[src/design/eme_pkg.sv]
package eme_pkg;

  localparam int unsigned BlockLen     = 128;
  localparam int unsigned DefMaxModes  = 32;
  localparam int unsigned DivSteps     = 30;
  localparam int unsigned PclkScale    = 10000;
  localparam int unsigned StdRefBase   = 60;
  localparam int unsigned StdWidthBase = 248;
  localparam int unsigned Recip5       = 52429;
  localparam int unsigned Recip5Shift  = 18;

  localparam logic [1:0] StatusMode    = 2'd0;
  localparam logic [1:0] StatusInvalid = 2'd1;
  localparam logic [1:0] StatusNoModes = 2'd2;

  typedef struct packed {
    logic [11:0] width;
    logic [11:0] height;
    logic [29:0] refresh;
  } mode_t;

  typedef struct packed {
    logic       in_ready;
    logic [6:0] byte_raddr;
    logic       slot_we;
    logic [3:0] slot_idx;
    logic       run_init;
    logic       desc_tot;
    logic       first_desc;
    logic       div_start;
    logic       desc_cand;
    logic       std_cand;
    logic       est_cand;
    logic [4:0] est_idx;
    logic       mode_we;
    logic       out_load;
    logic [1:0] out_kind;
    logic       out_first;
    logic       out_last;
  } cmd_t;

  typedef struct packed {
    logic final_acc;
    logic blk_ok;
    logic desc_skip;
    logic std_skip;
    logic est_bit;
    logic div_done;
    logic mode_match;
    logic out_free;
  } sts_t;

  function automatic logic [7:0] hdr_byte(input logic [2:0] idx);
    logic [7:0] b;
    b = ((idx == 3'd0) || (idx == 3'd7)) ? 8'h00 : 8'hFF;
    return b;
  endfunction

  function automatic mode_t est_mode(input logic [4:0] idx);
    mode_t m;
    m = '0;
    case (idx)
      5'd0:  m = '{12'd1152, 12'd870,  30'd75};
      5'd1:  m = '{12'd1280, 12'd1024, 30'd75};
      5'd2:  m = '{12'd1024, 12'd768,  30'd75};
      5'd3:  m = '{12'd1024, 12'd768,  30'd70};
      5'd4:  m = '{12'd1024, 12'd768,  30'd60};
      5'd5:  m = '{12'd1024, 12'd768,  30'd87};
      5'd6:  m = '{12'd832,  12'd624,  30'd75};
      5'd7:  m = '{12'd800,  12'd600,  30'd75};
      5'd8:  m = '{12'd800,  12'd600,  30'd72};
      5'd9:  m = '{12'd800,  12'd600,  30'd60};
      5'd10: m = '{12'd800,  12'd600,  30'd56};
      5'd11: m = '{12'd640,  12'd480,  30'd75};
      5'd12: m = '{12'd640,  12'd480,  30'd72};
      5'd13: m = '{12'd640,  12'd480,  30'd67};
      5'd14: m = '{12'd640,  12'd480,  30'd60};
      5'd15: m = '{12'd720,  12'd400,  30'd88};
      5'd16: m = '{12'd720,  12'd400,  30'd70};
      default: m = '0;
    endcase
    return m;
  endfunction

endpackage

[src/design/eme_ram.sv]
module eme_ram
#(
  parameter int unsigned Width = 8,
  parameter int unsigned Depth = 128,
  localparam int unsigned Aw = (Depth > 1) ? $clog2(Depth) : 1
) (
  input  logic             clk_i,
  input  logic             we_i,
  input  logic [Aw-1:0]    waddr_i,
  input  logic [Width-1:0] wdata_i,
  input  logic [Aw-1:0]    raddr_i,
  output logic [Width-1:0] rdata_o
);

  logic [Width-1:0] mem_q [Depth];
  logic [Width-1:0] rdata_q;

  always_ff @(posedge clk_i) begin
    if (we_i) begin
      mem_q[waddr_i] <= wdata_i;
    end
    rdata_q <= mem_q[raddr_i];
  end

  assign rdata_o = rdata_q;

endmodule

[src/design/eme_ctrl.sv]
module eme_ctrl
  import eme_pkg::*;
#(
  parameter int unsigned MaxModes = DefMaxModes,
  localparam int unsigned Aw = (MaxModes > 1) ? $clog2(MaxModes) : 1,
  localparam int unsigned Cw = $clog2(MaxModes + 1)
) (
  input  logic          clk_i,
  input  logic          rst_ni,
  input  sts_t          sts_i,
  output cmd_t          cmd_o,
  output logic [Aw-1:0] mode_waddr_o,
  output logic [Aw-1:0] mode_raddr_o
);

  localparam logic [3:0] StLoad     = 4'd0;
  localparam logic [3:0] StCheck    = 4'd1;
  localparam logic [3:0] StFetchRd  = 4'd2;
  localparam logic [3:0] StFetchLat = 4'd3;
  localparam logic [3:0] StEval     = 4'd4;
  localparam logic [3:0] StMul      = 4'd5;
  localparam logic [3:0] StDiv      = 4'd6;
  localparam logic [3:0] StAdd      = 4'd7;
  localparam logic [3:0] StScanRd   = 4'd8;
  localparam logic [3:0] StScanCmp  = 4'd9;
  localparam logic [3:0] StNext     = 4'd10;
  localparam logic [3:0] StEmit     = 4'd11;
  localparam logic [3:0] StEmitWait = 4'd12;

  localparam logic [1:0] PhDesc = 2'd0;
  localparam logic [1:0] PhStd  = 2'd1;
  localparam logic [1:0] PhEst  = 2'd2;

  localparam logic [6:0] DescBase   = 7'd54;
  localparam logic [6:0] DescStride = 7'd18;
  localparam logic [6:0] DescFlagOf = 7'd17;
  localparam logic [6:0] StdBase    = 7'd38;
  localparam logic [3:0] DescLastJ  = 4'd8;
  localparam logic [3:0] StdLastJ   = 4'd1;
  localparam logic [4:0] DescLast   = 5'd3;
  localparam logic [4:0] StdLast    = 5'd7;
  localparam logic [4:0] EstLast    = 5'd16;
  localparam logic [4:0] EstIlaced  = 5'd5;

  logic [3:0]    state_q, state_d;
  logic [1:0]    phase_q, phase_d;
  logic [4:0]    idx_q, idx_d;
  logic [3:0]    j_q, j_d;
  logic [Cw-1:0] total_q, total_d;
  logic [Cw-1:0] k_q, k_d;
  logic [6:0]    fetch_addr;
  logic [3:0]    last_j;
  logic          k_last;

  always_ff @(posedge clk_i or negedge rst_ni) begin
    if (!rst_ni) begin
      state_q <= StLoad;
      phase_q <= PhDesc;
      idx_q   <= '0;
      j_q     <= '0;
      total_q <= '0;
      k_q     <= '0;
    end else begin
      state_q <= state_d;
      phase_q <= phase_d;
      idx_q   <= idx_d;
      j_q     <= j_d;
      total_q <= total_d;
      k_q     <= k_d;
    end
  end

  always_comb begin
    if (phase_q == PhDesc) begin
      fetch_addr = DescBase + 7'(idx_q) * DescStride
                 + ((j_q == DescLastJ) ? DescFlagOf : 7'(j_q));
      last_j     = DescLastJ;
    end else begin
      fetch_addr = StdBase + 7'({idx_q, 1'b0}) + 7'(j_q);
      last_j     = StdLastJ;
    end
  end

  assign k_last       = ((k_q + Cw'(1)) == total_q);
  assign mode_waddr_o = total_q[Aw-1:0];
  assign mode_raddr_o = k_q[Aw-1:0];

  always_comb begin
    state_d = state_q;
    phase_d = phase_q;
    idx_d   = idx_q;
    j_d     = j_q;
    total_d = total_q;
    k_d     = k_q;
    cmd_o            = '0;
    cmd_o.byte_raddr = fetch_addr;
    cmd_o.slot_idx   = j_q;
    cmd_o.est_idx    = idx_q;
    cmd_o.out_first  = (k_q == '0);
    cmd_o.out_kind   = StatusMode;
    case (state_q)
      StLoad: begin
        cmd_o.in_ready = 1'b1;
        if (sts_i.final_acc) begin
          state_d = StCheck;
        end
      end
      StCheck: begin
        if (!sts_i.blk_ok) begin
          if (sts_i.out_free) begin
            cmd_o.out_load = 1'b1;
            cmd_o.out_kind = StatusInvalid;
            cmd_o.out_last = 1'b1;
            state_d        = StLoad;
          end
        end else begin
          cmd_o.run_init = 1'b1;
          phase_d = PhDesc;
          idx_d   = '0;
          j_d     = '0;
          total_d = '0;
          state_d = StFetchRd;
        end
      end
      StFetchRd: begin
        state_d = StFetchLat;
      end
      StFetchLat: begin
        cmd_o.slot_we = 1'b1;
        if (j_q == last_j) begin
          j_d     = '0;
          state_d = StEval;
        end else begin
          j_d     = j_q + 4'd1;
          state_d = StFetchRd;
        end
      end
      StEval: begin
        state_d = StNext;
        case (phase_q)
          PhDesc: begin
            if (!sts_i.desc_skip) begin
              cmd_o.desc_tot   = 1'b1;
              cmd_o.first_desc = (idx_q == '0);
              state_d          = StMul;
            end
          end
          PhStd: begin
            if (!sts_i.std_skip) begin
              cmd_o.std_cand = 1'b1;
              state_d        = StAdd;
            end
          end
          PhEst: begin
            if (sts_i.est_bit && (idx_q != EstIlaced)) begin
              cmd_o.est_cand = 1'b1;
              state_d        = StAdd;
            end
          end
          default: state_d = StNext;
        endcase
      end
      StMul: begin
        cmd_o.div_start = 1'b1;
        state_d         = StDiv;
      end
      StDiv: begin
        if (sts_i.div_done) begin
          cmd_o.desc_cand = 1'b1;
          state_d         = StAdd;
        end
      end
      StAdd: begin
        if (total_q == Cw'(MaxModes)) begin
          state_d = StNext;
        end else if (total_q == '0) begin
          cmd_o.mode_we = 1'b1;
          total_d       = total_q + Cw'(1);
          state_d       = StNext;
        end else begin
          k_d     = '0;
          state_d = StScanRd;
        end
      end
      StScanRd: begin
        state_d = StScanCmp;
      end
      StScanCmp: begin
        if (sts_i.mode_match) begin
          state_d = StNext;
        end else if (k_last) begin
          cmd_o.mode_we = 1'b1;
          total_d       = total_q + Cw'(1);
          state_d       = StNext;
        end else begin
          k_d     = k_q + Cw'(1);
          state_d = StScanRd;
        end
      end
      StNext: begin
        j_d = '0;
        case (phase_q)
          PhDesc: begin
            state_d = StFetchRd;
            if (idx_q == DescLast) begin
              phase_d = PhStd;
              idx_d   = '0;
            end else begin
              idx_d = idx_q + 5'd1;
            end
          end
          PhStd: begin
            if (idx_q == StdLast) begin
              phase_d = PhEst;
              idx_d   = '0;
              state_d = StEval;
            end else begin
              idx_d   = idx_q + 5'd1;
              state_d = StFetchRd;
            end
          end
          PhEst: begin
            if (idx_q == EstLast) begin
              k_d     = '0;
              state_d = StEmit;
            end else begin
              idx_d   = idx_q + 5'd1;
              state_d = StEval;
            end
          end
          default: state_d = StLoad;
        endcase
      end
      StEmit: begin
        if (total_q == '0) begin
          if (sts_i.out_free) begin
            cmd_o.out_load = 1'b1;
            cmd_o.out_kind = StatusNoModes;
            cmd_o.out_last = 1'b1;
            state_d        = StLoad;
          end
        end else begin
          state_d = StEmitWait;
        end
      end
      StEmitWait: begin
        if (sts_i.out_free) begin
          cmd_o.out_load = 1'b1;
          cmd_o.out_last = k_last;
          if (k_last) begin
            state_d = StLoad;
          end else begin
            k_d     = k_q + Cw'(1);
            state_d = StEmit;
          end
        end
      end
      default: state_d = StLoad;
    endcase
  end

endmodule

[src/design/eme_dp.sv]
module eme_dp
  import eme_pkg::*;
#(
  parameter int unsigned MaxModes = DefMaxModes,
  localparam int unsigned Aw = (MaxModes > 1) ? $clog2(MaxModes) : 1
) (
  input  logic          clk_i,
  input  logic          rst_ni,
  input  logic          in_valid_i,
  input  logic [7:0]    in_byte_i,
  input  logic          in_final_i,
  input  logic          out_ready_i,
  input  cmd_t          cmd_i,
  input  logic [Aw-1:0] mode_waddr_i,
  input  logic [Aw-1:0] mode_raddr_i,
  output sts_t          sts_o,
  output logic          out_valid_o,
  output logic [1:0]    out_status_o,
  output mode_t         out_mode_o,
  output logic          out_pref_o,
  output logic          out_last_o
);

  localparam logic [6:0] VerAddr  = 7'd18;
  localparam logic [6:0] RevAddr  = 7'd19;
  localparam logic [6:0] FeatAddr = 7'd24;
  localparam logic [6:0] Est0Addr = 7'd35;
  localparam logic [6:0] Est1Addr = 7'd36;
  localparam logic [6:0] Est2Addr = 7'd37;

  logic [7:0]  cnt_q;
  logic [7:0]  sum_q;
  logic        hdr_ok_q;
  logic        blk_ok_q;
  logic [7:0]  ver_q, rev_q, feat_q, est0_q, est1_q, est2_q;
  logic        accept, wr_en;
  logic [7:0]  cnt_new, sum_new;
  logic        hdr_new;

  logic [7:0]  slot_q [9];
  logic [7:0]  byte_rdata;
  logic        old_rev;
  logic        pref_q;
  logic [25:0] tot_q;
  logic [29:0] quo_q;
  logic [25:0] rem_q;
  logic [4:0]  div_cnt_q;
  logic        div_busy_q;
  mode_t       cand_q;
  mode_t       mode_rdata;

  logic [11:0] ha, hb, va, vb;
  logic [12:0] hsum, vsum;
  logic [15:0] pclk;
  logic [29:0] num;
  logic [26:0] trial;
  logic        trial_ge;
  logic [11:0] std_w, std_h;
  logic [15:0] w10, w9;
  logic [13:0] w3;
  logic [29:0] w4r;
  logic [16:0] sup;

  logic        out_valid_q;
  logic [1:0]  out_status_q;
  mode_t       out_mode_q;
  logic        out_pref_q;
  logic        out_last_q;

  assign accept  = in_valid_i && cmd_i.in_ready;
  assign wr_en   = accept && !cnt_q[7];
  assign cnt_new = wr_en ? (cnt_q + 8'd1) : cnt_q;
  assign sum_new = wr_en ? (sum_q + in_byte_i) : sum_q;
  assign hdr_new = hdr_ok_q && !(wr_en && (cnt_q < 8'd8)
                   && (in_byte_i != hdr_byte(cnt_q[2:0])));

  always_ff @(posedge clk_i or negedge rst_ni) begin
    if (!rst_ni) begin
      cnt_q    <= '0;
      sum_q    <= '0;
      hdr_ok_q <= 1'b1;
      blk_ok_q <= 1'b0;
    end else if (accept) begin
      if (in_final_i) begin
        blk_ok_q <= (cnt_new == 8'(BlockLen)) && (sum_new == '0) && hdr_new;
        cnt_q    <= '0;
        sum_q    <= '0;
        hdr_ok_q <= 1'b1;
      end else begin
        cnt_q    <= cnt_new;
        sum_q    <= sum_new;
        hdr_ok_q <= hdr_new;
      end
    end
  end

  always_ff @(posedge clk_i) begin
    if (wr_en) begin
      if (cnt_q[6:0] == VerAddr)  ver_q  <= in_byte_i;
      if (cnt_q[6:0] == RevAddr)  rev_q  <= in_byte_i;
      if (cnt_q[6:0] == FeatAddr) feat_q <= in_byte_i;
      if (cnt_q[6:0] == Est0Addr) est0_q <= in_byte_i;
      if (cnt_q[6:0] == Est1Addr) est1_q <= in_byte_i;
      if (cnt_q[6:0] == Est2Addr) est2_q <= in_byte_i;
    end
  end

  eme_ram #(.Width(8), .Depth(BlockLen)) u_byte_ram (
    .clk_i   (clk_i),
    .we_i    (wr_en),
    .waddr_i (cnt_q[6:0]),
    .wdata_i (in_byte_i),
    .raddr_i (cmd_i.byte_raddr),
    .rdata_o (byte_rdata)
  );

  always_ff @(posedge clk_i) begin
    if (cmd_i.slot_we) begin
      slot_q[cmd_i.slot_idx] <= byte_rdata;
    end
  end

  assign old_rev = (ver_q == 8'd1) && (rev_q < 8'd3);
  assign pclk    = {slot_q[1], slot_q[0]};
  assign ha      = {slot_q[4][7:4], slot_q[2]};
  assign hb      = {slot_q[4][3:0], slot_q[3]};
  assign va      = {slot_q[7][7:4], slot_q[5]};
  assign vb      = {slot_q[7][3:0], slot_q[6]};
  assign hsum    = 13'(ha) + 13'(hb);
  assign vsum    = 13'(va) + 13'(vb);
  assign num     = 30'(pclk) * 30'(PclkScale) + 30'(tot_q >> 1);

  assign trial    = {rem_q, quo_q[29]};
  assign trial_ge = (trial >= {1'b0, tot_q});

  assign std_w = {1'b0, slot_q[0], 3'b000} + 12'(StdWidthBase);
  assign w10   = 16'(std_w) * 16'd10;
  assign w9    = 16'(std_w) * 16'd9;
  assign w3    = 14'(std_w) * 14'd3;
  assign w4r   = 30'({std_w, 2'b00}) * 30'(Recip5);

  always_comb begin
    case (slot_q[1][7:6])
      2'd0:    std_h = old_rev ? std_w : w10[15:4];
      2'd1:    std_h = w3[13:2];
      2'd2:    std_h = w4r[Recip5Shift+11:Recip5Shift];
      default: std_h = w9[15:4];
    endcase
  end

  assign sup = {est0_q, est1_q, est2_q[7]};

  always_ff @(posedge clk_i or negedge rst_ni) begin
    if (!rst_ni) begin
      div_busy_q <= 1'b0;
      div_cnt_q  <= '0;
      pref_q     <= 1'b0;
    end else begin
      if (cmd_i.run_init) begin
        pref_q <= 1'b0;
      end else if (cmd_i.desc_tot && cmd_i.first_desc && (!old_rev || feat_q[1])) begin
        pref_q <= 1'b1;
      end
      if (cmd_i.div_start) begin
        div_busy_q <= 1'b1;
        div_cnt_q  <= 5'(DivSteps);
      end else if (div_busy_q) begin
        div_cnt_q <= div_cnt_q - 5'd1;
        if (div_cnt_q == 5'd1) begin
          div_busy_q <= 1'b0;
        end
      end
    end
  end

  always_ff @(posedge clk_i) begin
    if (cmd_i.desc_tot) begin
      tot_q <= 26'(hsum) * 26'(vsum);
    end
    if (cmd_i.div_start) begin
      quo_q <= num;
      rem_q <= '0;
    end else if (div_busy_q) begin
      rem_q <= trial_ge ? 26'(trial - {1'b0, tot_q}) : trial[25:0];
      quo_q <= {quo_q[28:0], trial_ge};
    end
    if (cmd_i.desc_cand) begin
      cand_q <= '{ha, va, (tot_q == '0) ? 30'd0 : quo_q};
    end else if (cmd_i.std_cand) begin
      cand_q <= '{std_w, std_h, 30'(slot_q[1][5:0]) + 30'(StdRefBase)};
    end else if (cmd_i.est_cand) begin
      cand_q <= est_mode(cmd_i.est_idx);
    end
  end

  eme_ram #(.Width($bits(mode_t)), .Depth(MaxModes)) u_mode_ram (
    .clk_i   (clk_i),
    .we_i    (cmd_i.mode_we),
    .waddr_i (mode_waddr_i),
    .wdata_i (cand_q),
    .raddr_i (mode_raddr_i),
    .rdata_o (mode_rdata)
  );

  always_ff @(posedge clk_i or negedge rst_ni) begin
    if (!rst_ni) begin
      out_valid_q <= 1'b0;
    end else if (cmd_i.out_load) begin
      out_valid_q <= 1'b1;
    end else if (out_ready_i) begin
      out_valid_q <= 1'b0;
    end
  end

  always_ff @(posedge clk_i) begin
    if (cmd_i.out_load) begin
      out_status_q <= cmd_i.out_kind;
      out_last_q   <= cmd_i.out_last;
      if (cmd_i.out_kind == StatusMode) begin
        out_mode_q <= mode_rdata;
        out_pref_q <= cmd_i.out_first && pref_q;
      end else begin
        out_mode_q <= '0;
        out_pref_q <= 1'b0;
      end
    end
  end

  always_comb begin
    sts_o            = '0;
    sts_o.final_acc  = accept && in_final_i;
    sts_o.blk_ok     = blk_ok_q;
    sts_o.desc_skip  = ((slot_q[0] == '0) && (slot_q[1] == '0)) || slot_q[8][7];
    sts_o.std_skip   = (slot_q[0] == 8'h01) && (slot_q[1] == 8'h01);
    sts_o.est_bit    = sup[cmd_i.est_idx];
    sts_o.div_done   = !div_busy_q;
    sts_o.mode_match = (mode_rdata == cand_q);
    sts_o.out_free   = !out_valid_q || out_ready_i;
  end

  assign out_valid_o  = out_valid_q;
  assign out_status_o = out_status_q;
  assign out_mode_o   = out_mode_q;
  assign out_pref_o   = out_pref_q;
  assign out_last_o   = out_last_q;

endmodule

[src/design/edid_mode_extractor_top.sv]
// Channel   Direction  tdata (low bit up)                               tuser   tlast
// s_axis    in         edid_byte [7:0]                                  -       final_byte
// m_axis    out        mode_width [11:0], mode_height [23:12],          status  run_end
//                      refresh_hz [53:24], is_preferred [54], 0 [55]
// Bytes are taken one per cycle until the final byte is accepted; the block is then checked.
// The scan takes no input: a detailed descriptor fetches its bytes one by one and is evaluated,
// and a timing then runs the 30-step restoring divider; a standard timing fetches its two bytes,
// an established bit fetches nothing, and every entry then advances. A candidate is searched
// against the stored modes in turn. Emission reads each mode out, and output backpressure stalls it.
// The last result may wait while new bytes load. Reset is asynchronous; memories are not cleared.
module edid_mode_extractor_top
  import eme_pkg::*;
#(
  parameter int unsigned MaxModes = DefMaxModes
) (
  input  logic        clk_i,
  input  logic        rst_ni,
  input  logic        s_axis_tvalid,
  output logic        s_axis_tready,
  input  logic [7:0]  s_axis_tdata,  // edid_byte
  input  logic        s_axis_tlast,
  output logic        m_axis_tvalid,
  input  logic        m_axis_tready,
  output logic [55:0] m_axis_tdata,  // mode_width, mode_height, refresh_hz, is_preferred
  output logic [1:0]  m_axis_tuser,  // status
  output logic        m_axis_tlast
);

  localparam int unsigned Aw = (MaxModes > 1) ? $clog2(MaxModes) : 1;

  cmd_t          cmd;
  sts_t          sts;
  logic [Aw-1:0] mode_waddr, mode_raddr;
  mode_t         out_mode;
  logic          out_pref;

  eme_ctrl #(.MaxModes(MaxModes)) u_ctrl (
    .clk_i        (clk_i),
    .rst_ni       (rst_ni),
    .sts_i        (sts),
    .cmd_o        (cmd),
    .mode_waddr_o (mode_waddr),
    .mode_raddr_o (mode_raddr)
  );

  eme_dp #(.MaxModes(MaxModes)) u_dp (
    .clk_i        (clk_i),
    .rst_ni       (rst_ni),
    .in_valid_i   (s_axis_tvalid),
    .in_byte_i    (s_axis_tdata),
    .in_final_i   (s_axis_tlast),
    .out_ready_i  (m_axis_tready),
    .cmd_i        (cmd),
    .mode_waddr_i (mode_waddr),
    .mode_raddr_i (mode_raddr),
    .sts_o        (sts),
    .out_valid_o  (m_axis_tvalid),
    .out_status_o (m_axis_tuser),
    .out_mode_o   (out_mode),
    .out_pref_o   (out_pref),
    .out_last_o   (m_axis_tlast)
  );

  assign s_axis_tready = cmd.in_ready;
  assign m_axis_tdata  = {1'b0, out_pref, out_mode.refresh, out_mode.height, out_mode.width};

`ifndef ASSERT_OFF
  a_load_when_free: assert property (@(posedge clk_i) disable iff (!rst_ni)
    cmd.out_load |-> sts.out_free)
    else $error("result loaded over an untaken result");

  a_status_code: assert property (@(posedge clk_i) disable iff (!rst_ni)
    m_axis_tvalid |-> (m_axis_tuser == StatusMode || m_axis_tuser == StatusInvalid
                       || m_axis_tuser == StatusNoModes))
    else $error("bad status code");

  a_status_alone: assert property (@(posedge clk_i) disable iff (!rst_ni)
    (m_axis_tvalid && m_axis_tuser != StatusMode) |-> (m_axis_tlast && m_axis_tdata == '0))
    else $error("status result carries mode data");

  a_no_input_in_scan: assert property (@(posedge clk_i) disable iff (!rst_ni)
    sts.final_acc |=> !s_axis_tready)
    else $error("input taken right after the final byte");
`endif

endmodule

[config.mk]
export PLATFORM = sky130hd
export DESIGN_NAME = edid_mode_extractor_top
export DESIGN_NICKNAME = d
export VERILOG_FILES = /design/src/design/eme_pkg.sv /design/src/design/eme_ram.sv /design/src/design/eme_ctrl.sv /design/src/design/eme_dp.sv /design/src/design/edid_mode_extractor_top.sv
export SDC_FILE = /design/constraint.sdc
export NUM_CORES = 2
export LEC_CHECK = 0
export BUFFER_PORTS_ARGS = -buffer_cell sky130_fd_sc_hd__buf_2
export CAP_MARGIN = 25
export CORE_MARGIN = 2
export CORE_UTILIZATION = 55
export CTS_CLUSTER_DIAMETER = 30
export DETAILED_ROUTE_END_ITERATION = 7
export GPL_TIMING_DRIVEN = 0
export PLACE_DENSITY = 0.74
export SKIP_LAST_GASP = 1
export SYNTH_ARGS = -nofsm -noshare
export SYNTH_HDL_FRONTEND = slang
export SYNTH_MEMORY_MAX_BITS = 65536
export SYNTH_SLANG_ARGS = --single-unit
[constraint.sdc]
create_clock -name clk_i -period 9.5 [get_ports clk_i]
set_clock_uncertainty 0.05 [all_clocks]
set_input_delay 0.95 -clock clk_i [delete_from_list [all_inputs] [get_ports clk_i]]
set_output_delay 0.95 -clock clk_i [all_outputs]
set_load 0.01 [all_outputs]
# [Word level (Yosys, flattened, before mapping)]
# Memories as Yosys holds them, arrays and structs flattened. A register that Yosys moved wholly into a read port is not among the register bits.
# Index checks and enable logic that the tools add are counted.
[word_totals] romBits=768 memories=4 ram_bits=2824 input_bits=13 output_inout_bits=61 regBits=289 word_cells=288
[mem_list] memory="u_dp.u_mode_ram.mem_q" depth=32 width=54 read_ports=1 rd_ports_with_merged_regs=1 wr=1 line="eme_ram.sv:15" rtl="logic [Width-1:0] mem_q [Depth];"
[mem_list] memory="u_dp.u_byte_ram.mem_q" depth=128 width=8 read_ports=1 rd_ports_with_merged_regs=1 wr=1 line="eme_ram.sv:15"
[mem_list] memory="(no name shown)" depth=32 width=24 read_ports=1 rd_ports_with_merged_regs=0 wr=0 line="eme_pkg.sv:62" rtl="case (idx)"
[mem_list] memory="u_dp.slot_q" depth=9 width=8 read_ports=9 rd_ports_with_merged_regs=0 wr=1 line="eme_dp.sv:40" rtl="logic [7:0] slot_q [9];"
[op_classes] multipliers=7 n_reduce_logical=56 n_lt_le_gt_ge=4 eq_ne=54 addsub=17 mux=114
[ops] op="54-bit two-way mux" count=3
[ops] op="30-bit two-way mux" count=3
[ops] op="6-bit two-way mux" count=12
[ops] op="4-bit two-way mux" count=16
[ops] op="54-bit equality test" count=1
[ops] op="4-bit one-hot mux with 13 select lines" count=1
[ops] op="8-bit two-way mux" count=5
[ops] op="12-bit one-hot mux with 3 select lines" count=1
[ops] op="4-bit one-hot mux with 3 select lines" count=3
[ops] op="5-bit two-way mux" count=7
[ops] op="1-bit two-way mux" count=34
[ops] op="30-bit by 25-bit adder with 30-bit output" count=1
[ops] op="12-bit by 16-bit multiplier with 28-bit output, second input constant" count=1
[ops] op="27-bit by 26-bit greater-or-equal comparator with 1-bit output" count=1
[ops] op="12-bit by 12-bit adder with 13-bit output" count=2
[ops] op="26-bit logical NOT" count=1
[ops] op="13-bit by 13-bit multiplier with 26-bit output" count=1
[ops] op="16-bit by 10-bit multiplier with 26-bit output, second input constant" count=1
[ops] op="26-bit two-way mux" count=1
[ops] op="26-bit subtractor" count=1
[ops] op="4-bit equality test, second input constant" count=6
[ops] op="8-bit by 1-bit equality test with 1-bit output, second input constant" count=3
[ops] op="8-bit logical NOT" count=3
[ops] op="6-bit one-hot mux with 4 select lines" count=1
[ops] op="70 further kinds" count=143

# [Depth between registers and ports, before layout]
# An unclocked memory read counts as a cell.
[logic_depth] depth_word=11 ltp_mapped=34 depth_no_buf=33

# [Modules after synthesis]
# From an unflattened synthesis, not the netlist that was laid out.
[unflattened] hier_cells=8613 area_unflattened_um2=139436.2
[modules_own_cells] mod="eme_ram (u_dp.u_mode_ram)" area_each_um2=68265.5 n_inst=1 seq_area_each_um2=52970.8 cells_each=3778
[modules_own_cells] mod="eme_ram (u_dp.u_byte_ram)" area_each_um2=39665.5 n_inst=1 seq_area_each_um2=30909.6 cells_each=1635
[modules_own_cells] mod="eme_dp" area_each_um2=28607.4 n_inst=1 seq_area_each_um2=9190.1 cells_each=2838
[modules_own_cells] mod="eme_ctrl" area_each_um2=2879.0 n_inst=1 seq_area_each_um2=675.6 cells_each=359
[modules_own_cells] mod="edid_mode_extractor_top" area_each_um2=18.8 n_inst=1 seq_area_each_um2=0.0 cells_each=3

# [Worst setup path after synthesis]
# No wires, ideal clock.
[synth_timing] kind="flip-flop to flip-flop" start="memory u_dp.slot_q[3][0]" end="register u_dp.tot_q[25], data pin" setup_ps=260 period_less_slack_ps=7093 arrival_ps=6783 stages_incl_launch_ff=32 required_time_ps=9190 n_path_buf=1 path_slack_ps=2407 cell_sequence="edfxtp_1 > ha_1 > fa_1 > a21o_1 > a21oi_1 > o21bai_1 > a21oi_1 > o21bai_1 > a21oi_1 > o21bai_1 > a21oi_1 > xnor2_1 > clkbuf_1 > nand2_1 > fa_1 > fa_1 > inv_1 > fa_1 > fa_1 > inv_1 > fa_1 > inv_1 > ha_1 > o21ai_0 > a21oi_1 > o21bai_1 > o41a_1 > nand4_1 > a31oi_1 > o21a_1 > nor2_1 > xnor2_1"
[synth_lines] element="start, declared" line="eme_dp.sv:40"
[synth_lines] element="end signal, assigned" line="eme_dp.sv:178" rtl="tot_q <= 26'(hsum) * 26'(vsum);"
[synth_lines] element="end, declared" line="eme_dp.sv:44" rtl="logic [25:0] tot_q;"

==> results.yml <==
routing:
  wl_per_cell_um: 33.8
  first_pass_iters: 8
  antenna_left: 0
  via_per_inst: 6.63
  routed_wl_mm: 410
  vias: 80400
  drcViolationCount: 1
  drtIter0Drc: 12100
sta:
  final-setup-viol-count: 0
  rsz0062_at_grt: "false"
  finalHoldViolCount: 0
  slew_violations: 0
  post-route-min-period_ps: 8590
  tns_ps: 0
  tightest_slew_ps: 1280
  slew_headroom: 0.144
  fin_crit_sh: 0.904
  max_freq_mhz: 116
floorplan:
  boundaryPins: 74
  num_rows: 183
  core_area_mm2: 0.248
  die_h_um: 504
  die_w_um: 504
  initial_utilization: 0.553
  fp.dieArea_mm2: 0.254
cts:
  clock-sinks: 3160
  htreeDepth: 6
  cts_made_buffers: 532
  post_cts_buffers: 0
  clkLatencyLatePin_ps: 980
  tritoncts: "yes"
  cts_root_buf: "clkbuf_16"
  path_clk_slew_ps: 60
  clockBufferDepth: 4
worst_hold_path:
  min_to: "u_dp.u_byte_ram.mem_q[70][7]"
  min_from: "s_axis_tdata[7]"
  hold_class: "input port to register"
  whs_path_depth: 1
pwr:
  power.density_mw_per_mm2: 217
  p_leak_nw: 52.9
  finalPower_w: 0.0357
  peakVddDrop_uv: 206
synthesis:
  syn-instance-count: 7556
  synth-edff-count: 3019
  yosysSeqAreaShare: 0.683
  synth-async-reset-ratio: 0.0168
  synth_area_per_cell_um2: 18.2
  ys.flop_type: "edfxtp_1"
  ys_ff_latch: 3160
  synth.net_count: 8139
  syn_area_mm2: 0.137
  yosys_warnings: 0
  synth_cell_types: 90
finish:
  nets: 8965
  drive_above_1_share: 0.245
  area_growth_syn_to_layout_pct: 19.8
critical_path:
  crit_required_ps: 10100
  end_kind: "register"
  rr_worst_depth: 25
  path_class: "register to register"
  critPathSlowestCell: "a21oi_1"
  r2r-start: "u_dp.slot_q[0][0]"
  crit_buf_inv: 5
  worstPathArrival_ps: 9180
  r2r-end: "u_dp.cand_q[36]"
  crit_path_start_kind: "register"
  crit_fanout: 12
  cp_top_family: "adder cells"
  cp_slowest_stage_delay_ps: 770
  r2r_slack_ps: 910
run:
  drv_cap: 0
global_route:
  grt_remaining_overflow: 0
  grt_pass1_vias: 81100
  antenna_found_initial: 29
  grt_pass1_wl_mm: 567
  grt_util_all_layers: 0.310
  grt_max_degree: 93
placement:
  portBuffers: 71
  dp_hpwl_mm: 248
  gp_congestion: 0.931
outcome:
  violations: "design-rule violations"
  status: "finished, violations left"
cells in the mapped netlist (15+ instances only):
cell type  count  area share
a211oi_1      17     0.00093
a21o_1        53      0.0029
a21oi_1      193      0.0070
a31oi_1       20     0.00091
and2_1       160      0.0073
buf_1         50      0.0014
buf_2         37      0.0013
clkbuf_1     249      0.0068
dfrtp_1       52      0.0095
dfxtp_1       88       0.013
edfxtp_1    3019        0.66
fa_1         191       0.028
ha_1         379       0.035
inv_1        398       0.011
mux2_2       121      0.0099
mux2i_1       95      0.0069
mux4_2       800        0.13
nand2_1      322      0.0088
nand2b_1      29      0.0013
nand3_1       54      0.0020
nand4_1       27      0.0012
nor2_1       353      0.0096
nor2b_1       33      0.0015
nor3_1        43      0.0016
nor4_1        38      0.0017
o211ai_1      80      0.0044
o21ai_0      158      0.0058
o21ai_1       24     0.00087
o21bai_1      21      0.0011
o31ai_1       15     0.00082
or3_1         17     0.00077
xnor2_1      110      0.0070
xor2_1       105      0.0067
per-stage QoR:
stage | std cells | instance area [µm²] | setup slack (ps) | util | hold slack (ps)
after floorplan | 7556 | 137000 | 2410 | - | 368
after global placement | 11000 | 142000 | -2070 | 0.571 | 389
after detailed placement | 11100 | 145000 | 1050 | 0.585 | 396
after CTS | 12100 | 163000 | 1090 | 0.657 | 360
after global routing | 12100 | 165000 | 487 | 0.662 | 392
final | 12100 | 165000 | 915 | 0.662 | 398
repair_timing:
action,in CTS,in global routing
resized for setup,0,0
hold endpoints to repair,23,0
hold buffers,1,0
area by class of cell:
cell class	count	area (µm²)
clock inverter	348	3800
buffer	340	1340
tap	3330	4170
clock buffer	594	13900
multi-input combinational	3652	41000
timing repair buffer	292	4960
antenna	7	17.5
sequential	3160	93700
fill	15400	83900
inverter	404	1520
cells in the final DEF (no fill, tap or decap), types with 59 or more instances in the layout:
master / instances
edfxtp_1: 3019
mux4_2: 800
clkbuf_16: 547
inv_1: 398
ha_1: 379
nor2_1: 322
nand2_1: 321
clkbuf_1: 287
a21oi_1: 193
fa_1: 191
and2_1: 160
o21ai_0: 157
mux2_2: 121
xnor2_1: 110
xor2_1: 105
buf_2: 102
mux2i_1: 95
buf_16: 90
dfxtp_1: 88
o211ai_1: 80
clkinv_2: 75
clkinv_1: 72
buf_8: 67
bufinv_16: 59
flip-flops by register name, indices dropped and copies added (netlist names), 26 cells and up:
signal and cells:
u_dp.u_mode_ram.mem_q 1728, u_dp.u_byte_ram.mem_q 1024, u_dp.slot_q 65, u_dp.cand_q 54
u_dp.out_mode_o 54, u_dp.u_mode_ram.rdata_o 54, u_dp.quo_q 30, u_dp.rem_q 26
u_dp.tot_q 26
worst max path at each step:
stage                 startpoint                      endpoint  slack [ps]  cells past startpoint
2_1_floorplan  u_dp.slot_q[3][0]                u_dp.tot_q[25]        2410                     31
3_3_place_gp       u_ctrl.k_q[1]  u_dp.u_mode_ram.mem_q[7][34]       -2070                     14
3_5_place_dp   u_dp.slot_q[0][0]               u_dp.cand_q[36]        1050                     25
4_1_cts        u_dp.slot_q[0][0]               u_dp.cand_q[36]        1090                     25
5_1_grt        u_dp.slot_q[0][0]               u_dp.cand_q[36]         490                     25
6_report       u_dp.slot_q[0][0]               u_dp.cand_q[36]         910                     25
per-layer routing:
metal  share of wire  GRT usage  routed length [µm]  up-vias
li1                -          -                   -    31600
met1            0.34      0.395              141000    41000
met2            0.48      0.496              197000     6334
met3            0.11     0.0765               46000     1401
met4           0.063      0.162               25800       30
met5         0.00050          0                 207        -
kinds of logic after synthesis:
family | share of synthesized area
xor gates and xnor gates | 0.0137
and+or+nand+nor | 0.0395
other | 0.0000273
DFF | 0.683
AOI/OAI and AO/OA | 0.0331
muxes | 0.148
adders and majority gates | 0.0624
buffers and inverters | 0.0208
power breakdown:
part	leakage (nW)	total [W]	switching (W)	internal [W]
sequential	24.8	0.0154	0.0000772	0.0153
clock	8.59	0.0193	0.00701	0.0122
combinational	19.5	0.00104	0.000757	0.000284
total	52.9	0.0357	0.00785	0.0279
No activity file was read; power rests on OpenSTA's default activity.
